$ cat config.mk
export PLATFORM = sky130hd
export DESIGN_NAME = bpg_front
export DESIGN_NICKNAME = d
export VERILOG_FILES = /design/src/design/depth_pixel_backprojection_gate_unit_macros.svh /design/src/design/bpg_pkg.sv /design/src/design/bpg_front.sv
export SDC_FILE = /design/constraint.sdc
export NUM_CORES = 1
export LEC_CHECK = 0
export BUFFER_PORTS_ARGS = -buffer_cell sky130_fd_sc_hd__clkbuf_2
export CAP_MARGIN = 40
export CORE_ASPECT_RATIO = 0.7
export CORE_UTILIZATION = 48
export DETAILED_ROUTE_END_ITERATION = 6
export PLACE_DENSITY_LB_ADDON = 0.12
export SLEW_MARGIN = 20
export SYNTH_ARGS = -nofsm -noshare
export SYNTH_HDL_FRONTEND = slang
export SYNTH_SLANG_ARGS = --single-unit
$ cat constraint.sdc
create_clock -name vclk -period 5.2
set_input_delay 1.04 -clock vclk [all_inputs]
set_output_delay 1.04 -clock vclk [all_outputs]
set_load 0.03 [all_outputs]
$ cat src/design/depth_pixel_backprojection_gate_unit_macros.svh
// assertion macros for the depth pixel back-projection gate
// no dependencies; taken in by files that check their own logic
`ifndef DEPTH_PIXEL_BACKPROJECTION_GATE_UNIT_MACROS_SVH
`define DEPTH_PIXEL_BACKPROJECTION_GATE_UNIT_MACROS_SVH
`ifndef SYNTHESIS
// same-cycle implication
`define BPG_ASSERT_IMP(label, clk, rst, ante, cons) \
  label: assert property (@(posedge clk) disable iff (rst) (ante) |-> (cons)) \
    else $error("assertion failed");
// next-cycle implication
`define BPG_ASSERT_NXT(label, clk, rst, ante, cons) \
  label: assert property (@(posedge clk) disable iff (rst) (ante) |=> (cons)) \
    else $error("assertion failed");
`else
`define BPG_ASSERT_IMP(label, clk, rst, ante, cons)
`define BPG_ASSERT_NXT(label, clk, rst, ante, cons)
`endif
`endif

$ cat src/design/bpg_pkg.sv
// types and constants of the depth pixel back-projection gate
// no dependencies; used by the top level, bpg_front, bpg_back and the testbench
package bpg_pkg;

  localparam int CFG_IDX_W  = 3;
  localparam int CFG_DATA_W = 20;

  localparam logic [CFG_IDX_W-1:0] REG_INV_FOCAL_X   = 3'd0;
  localparam logic [CFG_IDX_W-1:0] REG_INV_FOCAL_Y   = 3'd1;
  localparam logic [CFG_IDX_W-1:0] REG_CENTER_X      = 3'd2;
  localparam logic [CFG_IDX_W-1:0] REG_CENTER_Y      = 3'd3;
  localparam logic [CFG_IDX_W-1:0] REG_MIN_DEPTH_MM  = 3'd4;
  localparam logic [CFG_IDX_W-1:0] REG_MAX_DEPTH_MM  = 3'd5;
  localparam logic [CFG_IDX_W-1:0] REG_MIN_HEIGHT_MM = 3'd6;
  localparam logic [CFG_IDX_W-1:0] REG_MAX_HEIGHT_MM = 3'd7;

  localparam logic [19:0] RST_INV_FOCAL_X   = 20'd27962;
  localparam logic [19:0] RST_INV_FOCAL_Y   = 20'd27962;
  localparam logic [15:0] RST_CENTER_X      = 16'd5120;
  localparam logic [15:0] RST_CENTER_Y      = 16'd3840;
  localparam logic [15:0] RST_MIN_DEPTH_MM  = 16'd200;
  localparam logic [15:0] RST_MAX_DEPTH_MM  = 16'd5000;
  localparam logic [15:0] RST_MIN_HEIGHT_MM = 16'd50;
  localparam logic [15:0] RST_MAX_HEIGHT_MM = 16'd1500;

  typedef struct packed {
    logic [15:0] depth_mm;
    logic [11:0] pixel_col;
    logic [11:0] pixel_row;
  } pixel_t;

  typedef struct packed {
    logic        [15:0] forward_mm;
    logic signed [23:0] left_mm;
    logic signed [23:0] up_mm;
  } point_t;

  typedef struct packed {
    logic        [19:0] inv_focal_x;
    logic        [19:0] inv_focal_y;
    logic        [15:0] center_x;
    logic        [15:0] center_y;
    logic        [15:0] min_depth_mm;
    logic        [15:0] max_depth_mm;
    logic signed [15:0] min_height_mm;
    logic signed [15:0] max_height_mm;
  } cfg_t;

  // kept pixel, offsets from the principal point as sign and q4 magnitude
  typedef struct packed {
    logic [15:0] depth_mm;
    logic [15:0] mag_x;
    logic        neg_x;
    logic [15:0] mag_y;
    logic        neg_y;
  } work_t;

  // front to queue handoff
  typedef struct packed {
    logic  wr_en;
    logic  drop;
    work_t item;
  } front_out_t;

endpackage

$ cat src/design/bpg_front.sv
// front end: parity, zero and depth window gating, q4 offsets from the center
// depends on bpg_pkg
module bpg_front (
  input  bpg_pkg::pixel_t     pixel,
  input  logic                take,
  input  bpg_pkg::cfg_t       cfg,
  output bpg_pkg::front_out_t front
);

  logic        keep;
  logic [16:0] dx;
  logic [16:0] dy;

  always_comb begin
    keep = !pixel.pixel_col[0] && !pixel.pixel_row[0]
        && (pixel.depth_mm != 16'd0)
        && (pixel.depth_mm >= cfg.min_depth_mm)
        && (pixel.depth_mm <= cfg.max_depth_mm);
    dx = {1'b0, pixel.pixel_col, 4'b0000} - {1'b0, cfg.center_x};
    dy = {1'b0, pixel.pixel_row, 4'b0000} - {1'b0, cfg.center_y};

    front.item.depth_mm = pixel.depth_mm;
    // positive offset means the point lies to the right / below, so negative result
    front.item.neg_x = !dx[16] && (dx != 17'd0);
    front.item.neg_y = !dy[16] && (dy != 17'd0);
    front.item.mag_x = dx[16] ? 16'(-dx) : dx[15:0];
    front.item.mag_y = dy[16] ? 16'(-dy) : dy[15:0];
    front.wr_en = take && keep;
    front.drop  = take && !keep;
  end

endmodule

; ---- After elaboration in Yosys (flattened, before gate mapping)
; Index checks and enable logic that the tools add are counted.
[totals]
out_inout_bits = 52
register_bits = 0
[op_classes]
addsub = 4
n_reduce_logical = 16
muxes = 2
order_cmp = 2
[op_table]
columns = op, n
row1 = $reduce_bool 17->1, 2
row2 = $sub 16x16->17, 2
row3 = $mux 16, 2
row4 = $neg 16->16, 2
row5 = $ge 16x16->1, 1
row6 = $le 16x16->1, 1
row7 = $reduce_bool 16->1, 1
row8 = $logic_and 1x1->1, 8
row9 = $logic_not 1->1, 5

; ---- Logic depth before layout (Yosys ltp)
[depth]
word_depth = 7
ltp_mapped = 12
depth_no_buf = 10

; ---- Worst setup path before layout
; No wires, ideal clock.
[synth_timing]
kind = input -> output
from = in cfg[89] (netlist name)
to = out front[33] (netlist name)
n_path_buf = 0
cell_stages = 10
arrival_time_ns = 3.452
setup_slack_ns = 0.708
path_cell_list = inv_1 ha_1 a2111o_1 or3_1 o221ai_2 a21oi_1 nor2_2 xor2_1 a31oi_1 xnor2_1
[synth_rtl]
columns = element, line
row1 = start: declaration, bpg_front.sv:6  ; input bpg_pkg::cfg_t cfg,
row2 = end: declaration, bpg_front.sv:7  ; output bpg_pkg::front_out_t front

==> run summary <==
• register cell area after layout: 0 sq um
• Routed Wire Length: 8.65 mm
• last weighted congestion value of the routability-driven placer: 0.834
• floorplan die width: 103 um
• number of global-route vias before repair: 3,241
• vias: 3,724
• final design instance area without fill: 0.00410 sq mm
• slew at the pin closest to its max-slew limit: 0.521 ns
• final critical delay including setup and external delays: 4.76 ns
• worst path cell trace: clkbuf_2 -> inv_1 -> ha_1 -> a2111o_1 -> or3_1 -> o221ai_2 -> a21oi_1 -> nor2_2 -> o21a_1 -> nand2_1 -> xnor2_1 -> clkbuf_2
• largest area contributor in the synthesized netlist: ha_1
• P_sw: 438 uW
• Final Hold Vio Count: 0
• std cell rows: 25
• crit path launch: cfg[89]
• count of warnings emitted by yosys: 0
• count of clock-net buffers in the final layout: 0
• Starting Density: 50.1%
• global routing usage on met1: 32.2%
• Net count, final: 851
• critical path peak fanout: 11
• number of filler instances in the final layout: 692
• ratio of total power to cell area: 168 mW/mm^2
• global-route congestion overflow total: 0
• most repeated library cell on the critical path: clkbuf_2
• grt met2 use: 39.6%
• Worst Setup End Kind: output port
• Port Buffers: 157
• DRT antenna net count: 0
• timing-limited maximum frequency: 210 MHz
• routed vias/inst: 5.27
• Detailed Route Iter0 Violations: 96
• number of buffers inserted for hold repair after clock tree synthesis: 0
• WP data required: 4.16 ns
• GR met3 Demand/Resource: 1.06%
• Worst Setup Path Type: input pin to output port
• setup repair after global routing missed its margin: no
• first drt pass iteration count: 4
• flip-flop and latch count: 0
• Netlist Area Pre-Place: 0.00340 sq mm
• Boundary Pins: 229
• area share of the largest cell type after synthesis: 22.1%
• relative contribution of the clock network to total power: 0%
• commonest cells in the netlist: 69 x inv_1, 60 x ha_1, 36 x xnor2_1, 35 x nor2_1, 34 x a21oi_1
• mean instance size in the synthesized netlist: 6.97 sq um
• P_int: 251 uW
• total die area: 0.00743 sq mm
• number of different library cells in the post-synthesis netlist: 63
• worst ir drop on vdd: 0.000110 V
• overall track demand over capacity in global routing: 23.0%
• post-cts gate resize count: 0
• top cells by area, synth: ha_1 22%, xnor2_1 9.3%, inv_1 7.6%
• maximum number of pins on one net before global-route repair: 17
• area of the placeable core: 0.00679 sq mm
• capture point of the worst path: front[23]
• postcts setup bufs: 0
• Layout area overhead: 20.4%
• kind of cell with the highest combined delay on the critical path: compound AO/OA/AOI/OAI gates
• Wirelength per Cell: 12.3 um
• cell count after synthesis: 488
• dominant cell by count in the synthesized netlist: inv_1
• synthesized netlist net count: 725
• portion of the clock cycle consumed by the worst path in the final layout: 91.5%
• type of element launching the critical path: input pin
• antenna violations before repair: 0
• ratio of cells with drive above 1 in the final layout: 29.2%
• Buf+Inv Stages, Crit Path: 3
• setup violation total in the final timing report: 0
• slew margin rel.: 64.4%
• slowest cell on the critical path: a2111o_1
• Seq/Total Area, Yosys: 0%
• # diodes: 0
• instance area at placement: 0.00410 sq mm
• post-detailed-placement half-perimeter wirelength: 7.66 mm
• result of the run: finished, final reports clean
• final max-slew violation count: 0
• maximum capacitance violations: 0
• CP Data Arrival Time: 3.72 ns
• peak per-stage delay on the critical path: 0.47 ns
• wire length of the first global-routing pass: 14.2 mm
• most crowded layer after global routing: met2
• type of the tightest min-delay check: input pin to output port
• number of stages on the worst setup path: 12
• number of design rule violations left after detail routing: 0
• Logic pwr share: 100.0%
• accumulated negative setup slack: 0 ns
• total area of multi-input combinational cells: 0.00293 sq mm
• height of the chip: 72.4 um
• Static Leakage: 2.18 nW
• Flop pwr share: 0%
• switching power as a share of total power: 63.6%
==> layout make-up <==
cell class | instances | share of cell area [%]
tap | 94 | 2.87
multi-input combinational | 385 | 71.4
inverter | 69 | 6.32
timing repair buffer | 158 | 19.4
==> cell usage in the layout, fill, tap and decap left out, drive strengths merged, types with 3 or more instances in the layout <==
cell type	instances
nor3b	3
a21o	7
nand4	9
or3	7
nand3	7
inv	69
xor2	20
a31oi	9
o22ai	3
clkbuf	157
o21ai	27
a211oi	3
o211ai	5
nor2b	8
o21bai	5
nor4	7
o21a	7
nand2b	9
o221ai	3
nand3b	5
o31a	3
and2	3
or2	3
nand2	23
a21oi	36
ha	60
nor2	36
xnor2	38
nor3	11
a211o	3
==> layer usage <==
metal  part of all wire, %  up-vias  routed length (um)
met2                    44      116                3850
li1                      -     1950                   -
met5                     0        -                   0
met3                   5.5        8                 477
met1                    48     1650                4180
met4                   1.7        0                 144
==> power groups by stage <==
stage | combinational, mW | sequential (mW) | clock (mW)
final | 0.689 | 0 | 0
after global routing | 0.755 | 0 | 0
after CTS | 0.691 | 0 | 0
after detailed placement | 0.688 | 0 | 0
after global placement | 0.678 | 0 | 0
after floorplan | 0.518 | 0 | 0
==> through the flow <==
stage                     utilization, %  hold slack [ns]  power (mW)  cells  setup slack [ns]
final                               60.4             2.36       0.689    706             0.442
after global routing                60.4             2.37       0.755    706             0.161
after CTS                           60.4             2.36       0.691    706             0.460
after detailed placement            60.4             2.36       0.688    706             0.478
after global placement              60.4             2.35       0.678    706             0.475
after floorplan                        -             2.21       0.518    488             0.708
==> how the worst min path moves through the flow <==
stage / depth (start not counted) / slack (ns) / startpoint / endpoint
2_1_floorplan: 1 / 2.21 / cfg[80] / front[18]
3_3_place_gp: 2 / 2.35 / pixel[24] / front[34]
3_5_place_dp: 2 / 2.36 / pixel[24] / front[34]
4_1_cts: 2 / 2.36 / pixel[24] / front[34]
5_1_grt: 2 / 2.37 / pixel[24] / front[34]
6_report: 2 / 2.36 / pixel[24] / front[34]
==> cells by family after synthesis <==
| group | synth area share (%) |
|---|---|
| compound gates | 25.2 |
| buf+inv | 14.0 |
| xor+xnor | 15.4 |
| simple gates | 23.4 |
| fa+ha+maj | 22.1 |
Power figures use the tool's default switching activity.
