<file path="config.mk">
export PLATFORM = sky130hd
export DESIGN_NAME = bpg_fifo
export DESIGN_NICKNAME = d
export VERILOG_FILES = /design/src/design/depth_pixel_backprojection_gate_unit_macros.svh /design/src/design/bpg_fifo.sv
export SDC_FILE = /design/constraint.sdc
export NUM_CORES = 1
export LEC_CHECK = 0
export ABC_AREA = 1
export BUFFER_PORTS_ARGS = -buffer_cell sky130_fd_sc_hd__buf_4
export CAP_MARGIN = 20
export CORE_MARGIN = 5
export CORE_UTILIZATION = 34
export CTS_CLUSTER_SIZE = 24
export DETAILED_ROUTE_END_ITERATION = 16
export GPL_ROUTABILITY_DRIVEN = 1
export GPL_TIMING_DRIVEN = 0
export SYNTH_ARGS = -nofsm -noshare
export SYNTH_HDL_FRONTEND = slang
export SYNTH_SLANG_ARGS = --single-unit
export TNS_END_PERCENT = 10
</file>
<file path="constraint.sdc">
create_clock -name clk -period 1.74 [get_ports clk]
set_input_delay 0.174 -clock clk [delete_from_list [all_inputs] [get_ports clk]]
set_output_delay 0.174 -clock clk [all_outputs]
set_load 0.01 [all_outputs]
</file>
<file path="src/design/depth_pixel_backprojection_gate_unit_macros.svh">
// assertion macros for the depth pixel back-projection gate
// no dependencies; taken in by files that check their own logic
`ifndef DEPTH_PIXEL_BACKPROJECTION_GATE_UNIT_MACROS_SVH
`define DEPTH_PIXEL_BACKPROJECTION_GATE_UNIT_MACROS_SVH
`ifndef SYNTHESIS
// same-cycle implication
`define BPG_ASSERT_IMP(label, clk, rst, ante, cons) \
  label: assert property (@(posedge clk) disable iff (rst) (ante) |-> (cons)) \
    else $error("assertion failed");
// next-cycle implication
`define BPG_ASSERT_NXT(label, clk, rst, ante, cons) \
  label: assert property (@(posedge clk) disable iff (rst) (ante) |=> (cons)) \
    else $error("assertion failed");
`else
`define BPG_ASSERT_IMP(label, clk, rst, ante, cons)
`define BPG_ASSERT_NXT(label, clk, rst, ante, cons)
`endif
`endif

</file>
<file path="src/design/bpg_fifo.sv">
// small generic queue with registered storage and show-ahead head
// no dependencies
module bpg_fifo #(
  parameter int WIDTH = 8,
  parameter int DEPTH = 4
) (
  input  logic                         clk,
  input  logic                         rst,
  input  logic                         wr_en,
  input  logic [WIDTH-1:0]             wr_data,
  input  logic                         rd_en,
  output logic [WIDTH-1:0]             rd_data,
  output logic                         empty,
  output logic                         full,
  output logic [$clog2(DEPTH+1)-1:0]   count
);

  localparam int AW = (DEPTH > 1) ? $clog2(DEPTH) : 1;
  localparam int CW = $clog2(DEPTH + 1);

  logic [WIDTH-1:0] mem [DEPTH];
  logic [AW-1:0]    wr_ptr;
  logic [AW-1:0]    rd_ptr;
  logic             do_wr;
  logic             do_rd;

  assign empty   = (count == CW'(0));
  assign full    = (count == CW'(DEPTH));
  assign do_wr   = wr_en && !full;
  assign do_rd   = rd_en && !empty;
  assign rd_data = mem[rd_ptr];

  function automatic logic [AW-1:0] bump(input logic [AW-1:0] p);
    logic [AW-1:0] r;
    if (p == AW'(DEPTH - 1)) begin
      r = '0;
    end else begin
      r = p + AW'(1);
    end
    return r;
  endfunction

  always_ff @(posedge clk) begin
    if (do_wr) begin
      mem[wr_ptr] <= wr_data;
    end
  end

  always_ff @(posedge clk) begin
    if (rst) begin
      wr_ptr <= '0;
      rd_ptr <= '0;
      count  <= '0;
    end else begin
      if (do_wr) begin
        wr_ptr <= bump(wr_ptr);
      end
      if (do_rd) begin
        rd_ptr <= bump(rd_ptr);
      end
      if (do_wr && !do_rd) begin
        count <= count + CW'(1);
      end else if (do_rd && !do_wr) begin
        count <= count - CW'(1);
      end
    end
  end

endmodule

</file>
# Word level (Yosys, flattened, before mapping)
# Memories as Yosys holds them, arrays and structs flattened. A register that Yosys moved wholly into a read port is not among the register bits.
# Cells that the tools add are included.
# Widths: inputs -> output; s select.
[totals]
ff_bits = 7
ramBits = 32
inputBits = 12
out_inout_bits = 13
word_cells = 29
memories = 1
[op_classes]
n_addsub = 4
n_eq_ne = 3
n_mux = 8
reduce_logical = 10
[memory_table]
columns = ["name", "depth", "word_bits", "rd", "rd_clocked_by_memory_dff", "wr", "line_no", "source"]
rows = [
  ["mem", 4, 8, 1, 1, 1, "bpg_fifo.sv:21", "logic [WIDTH-1:0] mem [DEPTH];"],
]
[ops]
columns = ["cell", "count"]
rows = [
  ["$mux 2", 4],
  ["$mux 3", 2],
  ["$add 2x1->2 const B", 2],
  ["$eq 2x2->1 const B", 2],
  ["$logic_and 1x1->1", 4],
  ["$logic_not 1->1", 4],
  ["$add 3x1->3 const B", 1],
  ["$eq 3x3->1 const B", 1],
  ["$logic_not 3->1", 1],
  ["$sub 3x1->3 const B", 1],
  ["$mux 1", 2],
  ["$reduce_bool 2->1", 1],
]

# Logic depth before layout (Yosys ltp)
[logic_depth]
depth_word = 7
mapped_depth = 13
ltp_nobuf = 13

# Worst setup path before layout
# No wires, ideal clock.
[synth_path]
path_type = "register to register"
from = "register count[0]"
to = "register count[2]"
t_arrival_ns = 1.604
t_required_ns = 1.630
slack_ns = 0.027
stages_incl_launch_ff = 14
path_buffers = 0
synth_period_minus_slack_ns = 1.713
path_cell_list = "dfxtp_1 > nor2_2 > nand2_2 > nand2_2 > inv_1 > ha_1 > inv_1 > fa_1 > inv_1 > nand2_1 > nand3_1 > nand2_1 > inv_1 > nor2_1"
[synth_via]
elab_chain_cells = 6
elab_cells_between_ends = 15
cone_classes = "2 x add/sub; 1 x eq/ne; 2 x mux; 10 x reduce/logical"
[synth_rtl]
columns = ["item", "line_no", "source"]
rows = [
  ["start, declared", "bpg_fifo.sv:15", "output logic [$clog2(DEPTH+1)-1:0] count"],
  ["start signal, assigned", "bpg_fifo.sv:62", "count <= count + CW'(1);"],
  ["start signal, assigned", "bpg_fifo.sv:64", "count <= count - CW'(1);"],
  ["$eq 3x3->1 *", "bpg_fifo.sv:28", "assign full = (count == CW'(DEPTH));"],
  ["$logic_not 1->1 *", "bpg_fifo.sv:29", "assign do_wr = wr_en && !full;"],
  ["$logic_and 1x1->1 *", "bpg_fifo.sv:29", ""],
  ["via do_wr", "bpg_fifo.sv:24", "logic do_wr;"],
  ["$logic_not 1->1", "bpg_fifo.sv:63", "end else if (do_rd && !do_wr) begin"],
  ["$logic_and 1x1->1", "bpg_fifo.sv:63", ""],
  ["$reduce_bool 2->1 (no source line)", "n/a", ""],
]
# Mark *: on every way through the listed nets, which the timed path passes. The rest lies on a longest branch. The select of a mux whose other input is x is not followed.
# A chain may end at the register's enable or synchronous reset.

# Worst setup path after layout
[layout_path]
from = "register count[0]"
to = "register count[1]"
# The elaborated chain is that of the path after synthesis.

==> qor.txt <==
========================================================================================
Number of nets at the end of the flow                                                199
Post-synthesis sequential area ratio                                               67.0%
Syn Area/Cell                                                                   11.6 µm²
Final count of pins violating max slew                                                 0
Detailed placement HPWL                                                          2270 µm
Vias                                                                                1114
Crit path to                                                                count[1]$_SDFFE_PP0P_
Total leakage power                                                             0.863 nW
CP peak stage delay                                                              0.44 ns
Number of flip-flops and latches in the synthesized netlist                           41
Floorplan die area                                                           0.00653 mm²
Routability cong.                                                                  0.805
Power density normalized to cell area                                        1550 mW/mm²
Number of diodes added for antenna fixing                                              0
Worst-case clock skew                                                         0.00571 ns
Depth of the most critical reg-to-reg path                                             9
Synthesized netlist cell count                                                       147
Critical path start-end classification                                      flop to flop
Antenna violations before repair                                                       0
Crit path top cell by count                                                      nand2_4
Core ar.                                                                     0.00479 mm²
Ordered cell list for the critical path                                     nor2_4 -> nand2_4 -> nand2_4 -> inv_2 -> ha_4 -> inv_1 -> fa_2 -> o21ai_2 -> nor2_1
Number of search-and-repair iterations in the first detailed-routing pass              4
Post-synth top area cell                                                        edfxtp_1
Top fanout value on the critical path                                                  7
Clock root buffer                                                               clkbuf_8
Run status                                                                     completed
Area fraction of the dominant cell type after synthesis                            56.4%
Cell at the slowest stage of the critical path                                      fa_2
Number of buffer and inverter instances along the worst setup path                     2
Iteration-0 DRC Markers                                                               25
Remaining antenna violation count                                                      0
Number of clock buffers inserted by TritonCTS                                          5
Area used by multi-input combinational logic                                     509 µm²
Post-route worst setup slack                                                   0.0367 ns
Synthesis-to-layout area growth                                                    26.5%
Initial core utilization                                                           35.6%
Setup slack of the most critical reg-to-reg path                                 0.04 ns
CTS Hold Bufs                                                                          0
Average wire length per cell after detail routing                                13.5 µm
Nature of the critical path endpoint                                                flop
Post-detailed-routing wire length                                                3360 µm
TritonCTS clock tree                                                                done
WP depth                                                                               9
Syn Nets                                                                             166
Max Buffers Root-to-Sink                                                               2
Ratio of cells with drive above 1 in the final layout                              29.3%
I/O Buffers                                                                           24
Type of the most critical hold path                                         primary input to flop
Filler cell count                                                                    462
RSZ-0062 raised after global routing                                                true
Sinks on the clock net                                                                41
Post-route total power                                                         0.00334 W
Data arrival, critical path                                                      1.90 ns
Achievable clock frequency                                                     0.587 GHz
Total I/O pin count                                                                   25
Max-capacitance violation count                                                        0
Endpoint of the worst-slack reg-to-reg timing path                          count[1]$_SDFFE_PP0P_
Post-route clock period utilization                                                97.9%
Mapped cell area                                                             0.00170 mm²
Register area                                                                0.00115 mm²
Data required, critical path                                                     1.93 ns
Largest net degree at the start of global routing                                     15
Vias per Instance                                                                   4.49
Total congestion overflow                                                              0
GRT Overall Usage                                                                  11.2%
Actual transition at the worst max-transition pin                               0.842 ns
Worst voltage drop across the vdd grid                                          0.625 mV
Clk pin slew, worst setup/hold paths                                             0.08 ns
Wire length of the first global-routing pass                                     5280 µm
Clock latency on the worst-skew pair                                             0.29 ns
Cell row count                                                                        25
FF-to-FF Start                                                              count[0]$_SDFFE_PP0P_
YS warnings                                                                            0
Residual DRC count                                                                     0
Dominant delay contributor by cell family on the critical path               adder cells
Startpoint kind of the worst setup timing path                                      flop
Worst setup slack after placement                                             -0.0996 ns
Die height                                                                       80.8 µm
Synth area leaders                                                          edfxtp_1, dfxtp_1, nor2_1
Final min period                                                                 1.70 ns
Final Hold Violating Endpoints                                                         0
Launch point of the worst path                                              count[0]$_SDFFE_PP0P_
Clock H-tree levels                                                                    2
Number of global-route vias before repair                                           1112
Synth cell types                                                                      20
Final setup violation count                                                            0
Die X                                                                            80.8 µm
Relative slew slack                                                                43.7%
========================================================================================
routing by layer:
metal	global-route usage (%)	up-vias	share of wire, %
li1	-	566	-
met1	12.3	515	43
met2	19.2	26	49
met3	4.21	7	6.3
met4	5.07	0	1.6
met5	0	-	0
cells in the final DEF, fill, tap and decap left out, drive strengths merged, types with 6 or more instances in the layout:
master  netlist  routed
nand2        14      14
o22ai         8       8
clkbuf        0       7
inv          18      19
buf           2      28
nor2         33      33
edfxtp       32      32
o21ai        17      17
ha            6       6
dfxtp         9       9
layout make-up:
type,count,area share (%)
Tap cell,67,3.89
Timing Repair Buffer,26,9.05
Clock inverter,1,0.406
Buffer,2,1.04
Inverter,18,3.13
Sequential cell,41,53.3
Clock buffer,7,5.51
Multi-Input combinational cell,86,23.6
worst min path at each step:
stage | end | from | cells past startpoint
after CTS | count[0]$_SDFFE_PP0P_ | rst | 2
after floorplan | count[0]$_SDFFE_PP0P_ | rst | 1
after global routing | count[0]$_SDFFE_PP0P_ | rst | 2
after global placement | count[0]$_SDFFE_PP0P_ | rst | 2
final | count[0]$_SDFFE_PP0P_ | rst | 2
after detailed placement | count[0]$_SDFFE_PP0P_ | rst | 2
stage by stage:
stage	hold WS (ns)	setup TNS, ns	std cells	area (µm²)	util, %
after floorplan	0.246	0	147	1700	-
after global placement	0.341	-0.0689	238	1970	41.1
after detailed placement	0.349	-1.40	238	1970	41.1
after CTS	0.0155	0	247	2130	44.5
after global routing	0.0169	-0.557	248	2160	45.0
final	0.0276	0	248	2160	45.0
sequential cells by signal, summed over array words and instances (netlist names), named ones only:
register	flops
wr_ptr	2
rd_ptr	2
count	3
mem	32
synth_stat cells (all sizes together):
master / count
a21oi: 2
buf: 2
dfxtp: 9
edfxtp: 32
fa: 1
ha: 6
inv: 18
nand2: 14
nand3: 1
nand3b: 2
nand4: 1
nor2: 33
o21ai: 17
o22ai: 8
xor2: 1
cell families after synthesis:
logic type      after synthesis  synth area share [%]
xor+xnor                      1                 0.514
flops                        41                  67.0
fa+ha+maj                     7                  5.58
buf+inv                      20                  5.29
simple gates                 51                  12.5
compound gates               27                  9.18
repair_timing:
| action | 4_1_cts | 5_1_grt |
|---|---|---|
| setup buffers | 1 | 1 |
| resized for setup | 9 | 7 |
| setup endpoints to repair | 26 | 18 |
| pin swaps | 2 | 1 |
report_power, final:
part | leakage (nW) | switching, W | internal (W) | total, W
Sequential | 0.369 | 0.000129 | 0.00123 | 0.00136
Clock | 0.0651 | 0.000337 | 0.000462 | 0.000799
Combinational | 0.429 | 0.000636 | 0.000543 | 0.00118
Note: power is estimated with default switching activity, not from simulation.
