$ cat src/design/depth_pixel_backprojection_gate_unit_macros.svh
// assertion macros for the depth pixel back-projection gate
// no dependencies; taken in by files that check their own logic
`ifndef DEPTH_PIXEL_BACKPROJECTION_GATE_UNIT_MACROS_SVH
`define DEPTH_PIXEL_BACKPROJECTION_GATE_UNIT_MACROS_SVH
`ifndef SYNTHESIS
// same-cycle implication
`define BPG_ASSERT_IMP(label, clk, rst, ante, cons) \
  label: assert property (@(posedge clk) disable iff (rst) (ante) |-> (cons)) \
    else $error("assertion failed");
// next-cycle implication
`define BPG_ASSERT_NXT(label, clk, rst, ante, cons) \
  label: assert property (@(posedge clk) disable iff (rst) (ante) |=> (cons)) \
    else $error("assertion failed");
`else
`define BPG_ASSERT_IMP(label, clk, rst, ante, cons)
`define BPG_ASSERT_NXT(label, clk, rst, ante, cons)
`endif
`endif

$ cat src/design/bpg_pkg.sv
// types and constants of the depth pixel back-projection gate
// no dependencies; used by the top level, bpg_front, bpg_back and the testbench
package bpg_pkg;

  localparam int CFG_IDX_W  = 3;
  localparam int CFG_DATA_W = 20;

  localparam logic [CFG_IDX_W-1:0] REG_INV_FOCAL_X   = 3'd0;
  localparam logic [CFG_IDX_W-1:0] REG_INV_FOCAL_Y   = 3'd1;
  localparam logic [CFG_IDX_W-1:0] REG_CENTER_X      = 3'd2;
  localparam logic [CFG_IDX_W-1:0] REG_CENTER_Y      = 3'd3;
  localparam logic [CFG_IDX_W-1:0] REG_MIN_DEPTH_MM  = 3'd4;
  localparam logic [CFG_IDX_W-1:0] REG_MAX_DEPTH_MM  = 3'd5;
  localparam logic [CFG_IDX_W-1:0] REG_MIN_HEIGHT_MM = 3'd6;
  localparam logic [CFG_IDX_W-1:0] REG_MAX_HEIGHT_MM = 3'd7;

  localparam logic [19:0] RST_INV_FOCAL_X   = 20'd27962;
  localparam logic [19:0] RST_INV_FOCAL_Y   = 20'd27962;
  localparam logic [15:0] RST_CENTER_X      = 16'd5120;
  localparam logic [15:0] RST_CENTER_Y      = 16'd3840;
  localparam logic [15:0] RST_MIN_DEPTH_MM  = 16'd200;
  localparam logic [15:0] RST_MAX_DEPTH_MM  = 16'd5000;
  localparam logic [15:0] RST_MIN_HEIGHT_MM = 16'd50;
  localparam logic [15:0] RST_MAX_HEIGHT_MM = 16'd1500;

  typedef struct packed {
    logic [15:0] depth_mm;
    logic [11:0] pixel_col;
    logic [11:0] pixel_row;
  } pixel_t;

  typedef struct packed {
    logic        [15:0] forward_mm;
    logic signed [23:0] left_mm;
    logic signed [23:0] up_mm;
  } point_t;

  typedef struct packed {
    logic        [19:0] inv_focal_x;
    logic        [19:0] inv_focal_y;
    logic        [15:0] center_x;
    logic        [15:0] center_y;
    logic        [15:0] min_depth_mm;
    logic        [15:0] max_depth_mm;
    logic signed [15:0] min_height_mm;
    logic signed [15:0] max_height_mm;
  } cfg_t;

  // kept pixel, offsets from the principal point as sign and q4 magnitude
  typedef struct packed {
    logic [15:0] depth_mm;
    logic [15:0] mag_x;
    logic        neg_x;
    logic [15:0] mag_y;
    logic        neg_y;
  } work_t;

  // front to queue handoff
  typedef struct packed {
    logic  wr_en;
    logic  drop;
    work_t item;
  } front_out_t;

endpackage

$ cat src/design/bpg_back.sv
// back end: two multiplier stages, rounding and saturation, height gate
// depends on bpg_pkg; issues only when the result queue has room reserved
module bpg_back #(
  parameter int OUT_DEPTH = 8
) (
  input  logic                                clk,
  input  logic                                rst,
  input  bpg_pkg::cfg_t                       cfg,
  input  bpg_pkg::work_t                      src,
  input  logic                                src_empty,
  output logic                                src_pop,
  input  logic [$clog2(OUT_DEPTH+1)-1:0]      out_count,
  output logic                                res_valid,
  output bpg_pkg::point_t                     res
);

  localparam int CW = $clog2(OUT_DEPTH + 1) + 2;

  logic        v1, v2, v3;
  logic [15:0] z1, z2;
  logic        nx1, ny1, nx2, ny2;
  logic [31:0] px1, py1;
  logic [51:0] qx2, qy2;
  bpg_pkg::point_t pt3;
  logic [CW-1:0]   occupied;
  logic [52:0]     sum_x, sum_y;
  logic signed [23:0] lo_h, hi_h;

  function automatic logic [23:0] sat24(input logic [24:0] r, input logic neg);
    logic [23:0] o;
    if (neg) begin
      if (r >= 25'h0800000) begin
        o = 24'h800000;
      end else begin
        o = 24'(~r + 25'd1);
      end
    end else if (r > 25'h07FFFFF) begin
      o = 24'h7FFFFF;
    end else begin
      o = r[23:0];
    end
    return o;
  endfunction

  // items in flight plus items waiting in the result queue
  assign occupied = CW'(out_count) + CW'(v1) + CW'(v2) + CW'(v3);
  assign src_pop  = !src_empty && (occupied < CW'(OUT_DEPTH));

  assign sum_x = {1'b0, qx2} + (53'd1 << 27);
  assign sum_y = {1'b0, qy2} + (53'd1 << 27);

  always_ff @(posedge clk) begin
    if (rst) begin
      v1 <= 1'b0;
      v2 <= 1'b0;
      v3 <= 1'b0;
    end else begin
      v1 <= src_pop;
      v2 <= v1;
      v3 <= v2;
    end
  end

  always_ff @(posedge clk) begin
    z1  <= src.depth_mm;
    nx1 <= src.neg_x;
    ny1 <= src.neg_y;
    px1 <= 32'(src.mag_x) * 32'(src.depth_mm);
    py1 <= 32'(src.mag_y) * 32'(src.depth_mm);
    z2  <= z1;
    nx2 <= nx1;
    ny2 <= ny1;
    qx2 <= 52'(px1) * 52'(cfg.inv_focal_x);
    qy2 <= 52'(py1) * 52'(cfg.inv_focal_y);
    pt3.forward_mm <= z2;
    pt3.left_mm    <= sat24(sum_x[52:28], nx2);
    pt3.up_mm      <= sat24(sum_y[52:28], ny2);
  end

  assign lo_h      = 24'(cfg.min_height_mm);
  assign hi_h      = 24'(cfg.max_height_mm);
  assign res       = pt3;
  assign res_valid = v3 && (pt3.up_mm >= lo_h) && (pt3.up_mm <= hi_h);

endmodule

$ cat config.mk
export PLATFORM = sky130hd
export DESIGN_NAME = bpg_back
export DESIGN_NICKNAME = d
export VERILOG_FILES = /design/src/design/depth_pixel_backprojection_gate_unit_macros.svh /design/src/design/bpg_pkg.sv /design/src/design/bpg_back.sv
export SDC_FILE = /design/constraint.sdc
export NUM_CORES = 2
export LEC_CHECK = 0
export BUFFER_PORTS_ARGS = -buffer_cell sky130_fd_sc_hd__buf_2
export CAP_MARGIN = 5
export CORE_MARGIN = 2
export CORE_UTILIZATION = 64
export CTS_BUF_LIST = sky130_fd_sc_hd__clkbuf_8
export CTS_CLUSTER_DIAMETER = 50
export DETAILED_ROUTE_END_ITERATION = 10
export GPL_TIMING_DRIVEN = 0
export PLACE_DENSITY = 0.82
export SLEW_MARGIN = 20
export SYNTH_ARGS = -nofsm -noshare
export SYNTH_HDL_FRONTEND = slang
export SYNTH_SLANG_ARGS = --single-unit
$ cat constraint.sdc
create_clock -name clk -period 15.7 [get_ports clk]
set_clock_uncertainty 0.15 [all_clocks]
set_input_delay 3.925 -clock clk [delete_from_list [all_inputs] [get_ports clk]]
set_output_delay 3.925 -clock clk [all_outputs]
set_load 0.02 [all_outputs]
Yosys cells after proc, flatten, opt, wreduce, memory -nomap -nowiden
Cells that the tools add are included.
{"block": "word_totals", "regBits": 271, "in_bits": 193, "out_inout_bits": 66}
{"block": "classes", "addsub": 7, "n_mul": 4, "magnitude_cmp": 7, "muxes": 6, "n_bitwise": 2, "reduce_logical": 4}
{"op": "two-way mux 24 bit", "count": 6}
{"op": "adder 52 x 28 -> 53 bit (second input constant)", "count": 2}
{"op": "multiplier 32 x 20 -> 52 bit", "count": 2}
{"op": "multiplier 16 x 16 -> 32 bit", "count": 2}
{"op": "greater-or-equal comparator 25 x 24 -> 1 bit (second input constant)", "count": 2}
{"op": "> comparator 25 x 23 -> 1 bit (second input constant)", "count": 2}
{"op": "adder 24 x 1 -> 24 bit (second input constant)", "count": 2}
{"op": "NOT 24 bit", "count": 2}
{"op": "greater-or-equal comparator 24 x 16 -> 1 bit", "count": 1}
{"op": "less-or-equal comparator 24 x 16 -> 1 bit", "count": 1}
{"op": "adder 5 x 1 -> 6 bit", "count": 1}
{"op": "adder 6 x 1 -> 6 bit", "count": 1}
{"op": "< comparator 6 x 4 -> 1 bit (second input constant)", "count": 1}
{"op": "adder 4 x 1 -> 5 bit", "count": 1}
{"op": "logical AND 1 bit", "count": 3}
{"op": "zero test 1 bit", "count": 1}

Logic depth before layout (Yosys ltp)
{"block": "depth", "word_depth": 5, "ltp_mapped": 27, "ltp_nobuf": 26}

Worst setup path after synthesis
OpenSTA, ideal clock, no wires.
{"block": "synth_timing", "kind": "in2reg", "from": "in cfg[101] (netlist name)", "to": "reg qy2[46]", "setup_time_ns": 0.118, "arrival_time_ns": 10.329, "required_time_ns": 15.432, "setup_slack_ns": 5.102, "stages": 23, "path_buffers": 1, "path_cell_list": "clkbuf_1 nand2_1 fa_1 fa_1 fa_1 inv_1 fa_1 fa_1 fa_1 inv_1 fa_1 inv_1 ha_1 and4_1 nand4_1 or4_1 a31oi_1 o2111ai_1 a21oi_2 a221oi_1 o41ai_2 a21oi_1 xnor2_1"}
{"block": "synth_between", "elab_chain_len": 1}
{"item": "from (decl)", "line": "bpg_back.sv:8", "rtl": "input bpg_pkg::cfg_t cfg,"}
{"item": "multiplier 32 x 20 -> 52 bit", "line": "bpg_back.sv:74", "rtl": "qy2 <= 52'(py1) * 52'(cfg.inv_focal_y);"}
{"item": "to (signal assigned)", "line": "bpg_back.sv:74"}
{"item": "to (decl)", "line": "bpg_back.sv:23", "rtl": "logic [51:0] qx2, qy2;"}
No other way between the ends.
A chain may end at the register's enable or synchronous reset.

Worst setup path after layout
{"block": "layout_timing", "from": "in cfg[108] (netlist name)", "to": "reg qy2[49]"}
Same word-level chain as after synthesis.

==> reports/qor.yml <==
drv_slew: 0
wl_per_cell_um: 21.9
synth_top_area_share_pct: 45.3
max_stage_delay_ps: 770
overflow: 0
cts_made_buffers: 46
slew_headroom_pct: 26.4
crit_required_ps: 16150
drive_above_1_share_pct: 4.11
post_cts_buffers: 0
syn-cell-area_um2: 64400
grt_pass1_vias: 55300
synth_top_cell_by_area: "fa_1"
remaining_drc_errors: 0
ys_async_sr_fraction_pct: 0
cp_common_cell: "fa_1"
critical_path_buf_inv_count: 3
layout_min_cycle_time_ps: 12120
gp_congestion: 1.03
synth_cells: 7238
grt_max_degree: 14
arrival_ps: 12560
clockBufferDepth: 3
nNetsFinal: 9715
io_buffers: 194
htreeDepth: 2
clk_pin_slew_worst_paths_ps: 60
antenna_left: 0
hpwl_mm: 159
fin_area_um2: 68000
die_h_um: 321
grt.total_usage_pct: 38.8
syn_nets: 9473
cts_resized: 0
start_util_pct: 64.4
reg2reg_slack_ps: 6530
rsz0062_at_grt: "no"
synth-seq-cells: 217
cts_hold_buf: 0
viasPerCell: 5.84
area_growth_pct: 5.56
crit_chain: "buf_2 > clkbuf_1 > nand2_1 > fa_1 > inv_1 > fa_1 > fa_1 > fa_1 > fa_1 > fa_1 > fa_1 > ha_1 > a21oi_1 > o21ai_0 > a211oi_1 > o21ai_0 > o2111ai_1 > a21oi_2 > a221oi_1 > nor2_1 > o41ai_1 > xnor2_1"
finalHoldViolations: 0
synth_cell_types: 81
vias: 51500
netlist_top_cells_count: "inv_1 (1647), fa_1 (1459), nand2_1 (1134), and2_1 (769), ha_1 (583)"
max-cap-violations: 0
firstDrtPassIters: 6
antenna_found_initial: 19
ys_seq_area_share_pct: 6.74
cts_sinks: 217
ys.flop_type: "dfxtp_1"
critPathLaunchType: "input port"
clock_latency_ps: 730
fmax_mhz: 82.5
dpl_cell_area_um2: 67000
die_w_um: 321
path_delay_family: "adder cells"
end_kind: "flip-flop"
setup_tns_ps: 0
grt_pass1_wl_mm: 304
wl_mm: 193
setup_viol_count_final: 0
syn_area_per_cell_um2: 8.90
worst_pin_slew_ps: 1100
synth.most_common_cell: "inv_1"
dieArea_um2: 103000
worstPathMaxFanout: 10
fp-row-count: 116
ios: 259
fin_crit_sh_pct: 77.2
path_class: "in -> reg"
ys_warn_count: 0
synth-edff-count: 0
synth_area_leaders: "fa_1 (45%), ha_1 (11%), inv_1 (9.6%), and2_1 (7.5%), dfxtp_1 (6.7%)"
initialDrtViolationCount: 4568
clock-root-buffer: "clkbuf_8"
cpMaxStageDelayCell: "clkbuf_1"
cts_tree: "built"
status: "complete, no violations"
core_um2: 100000
worstHoldPathType: "reg -> reg"
## cell type report
cell class,count,area (um^2)
tap,1298,1620
multi-input combinational,5022,52600
clock buffer,54,743
antenna,6,15.0
timing repair buffer,194,971
sequential,217,4340
fill,7974,32000
buffer,351,1330
inverter,1648,6190
clock inverter,29,233
## cell families after synthesis
group / Yosys count / share of synthesized area, %
and+or+nand+nor: 2304 / 17.5
adders and majority gates: 2042 / 56.6
buffers and inverters: 1999 / 11.7
AOI/OAI and AO/OA: 502 / 5.03
DFF: 217 / 6.74
xor gates and xnor gates: 162 / 2.20
muxes: 12 / 0.194
## final timing paths
kind                               start  cells past startpoint  endpoint
worst min-delay path              z2[15]                      0   res[63]
worst max-delay path            cfg[108]                     22   qy2[49]
worst min register to register    z2[15]                      0   res[63]
worst max register to register   py1[18]                     23   qy2[51]
## metrics by stage
step                setup slack, ps  cells  hold slack [ps]  util [%]
finish                         3580   8819              107      68.0
global route                   3470   8815              133      68.0
CTS                            3970   8813              111      68.0
detailed placement             3260   8730              162      67.0
global placement               3320   8730              160      67.0
floorplan                      5100   7238              160         -
## sequential cells by signal (all words and copies together), names as in the netlist
signal / count
res: 64
px1: 32
py1: 32
qx2: 25
qy2: 25
z1: 16
z2: 16
nx1: 1
nx2: 1
ny1: 1
ny2: 1
v1: 1
v2: 1
v3: 1
## cell usage in the layout, fill, tap and decap left out, types with 18 or more instances in the layout
cell	Yosys	layout
inv_1	1647	1655
fa_1	1459	1459
nand2_1	1134	1134
and2_1	769	769
ha_1	583	583
clkbuf_1	346	346
dfxtp_1	217	217
buf_2	4	198
a21oi_1	138	138
nor2_1	111	111
o21ai_0	109	109
xnor2_1	102	102
a21o_1	65	65
nand3_1	60	60
xor2_1	60	60
clkbuf_8	0	54
nand4_1	51	51
nor3_1	37	37
nor2b_1	32	32
o21a_1	31	31
and3_1	27	27
nand2b_1	18	18
## layer usage
layer | share of wire [%] | global-route usage [%] | routed length (um)
met5 | 0.10 | 0 | 196
met4 | 7.8 | 24.4 | 15000
met3 | 13 | 11.7 | 24300
met2 | 44 | 60.6 | 85000
met1 | 35 | 47.3 | 68500
Power is left out: the tool's default activity adds up to more than one toggle a clock period on the data nets, which glitch-free logic cannot reach.
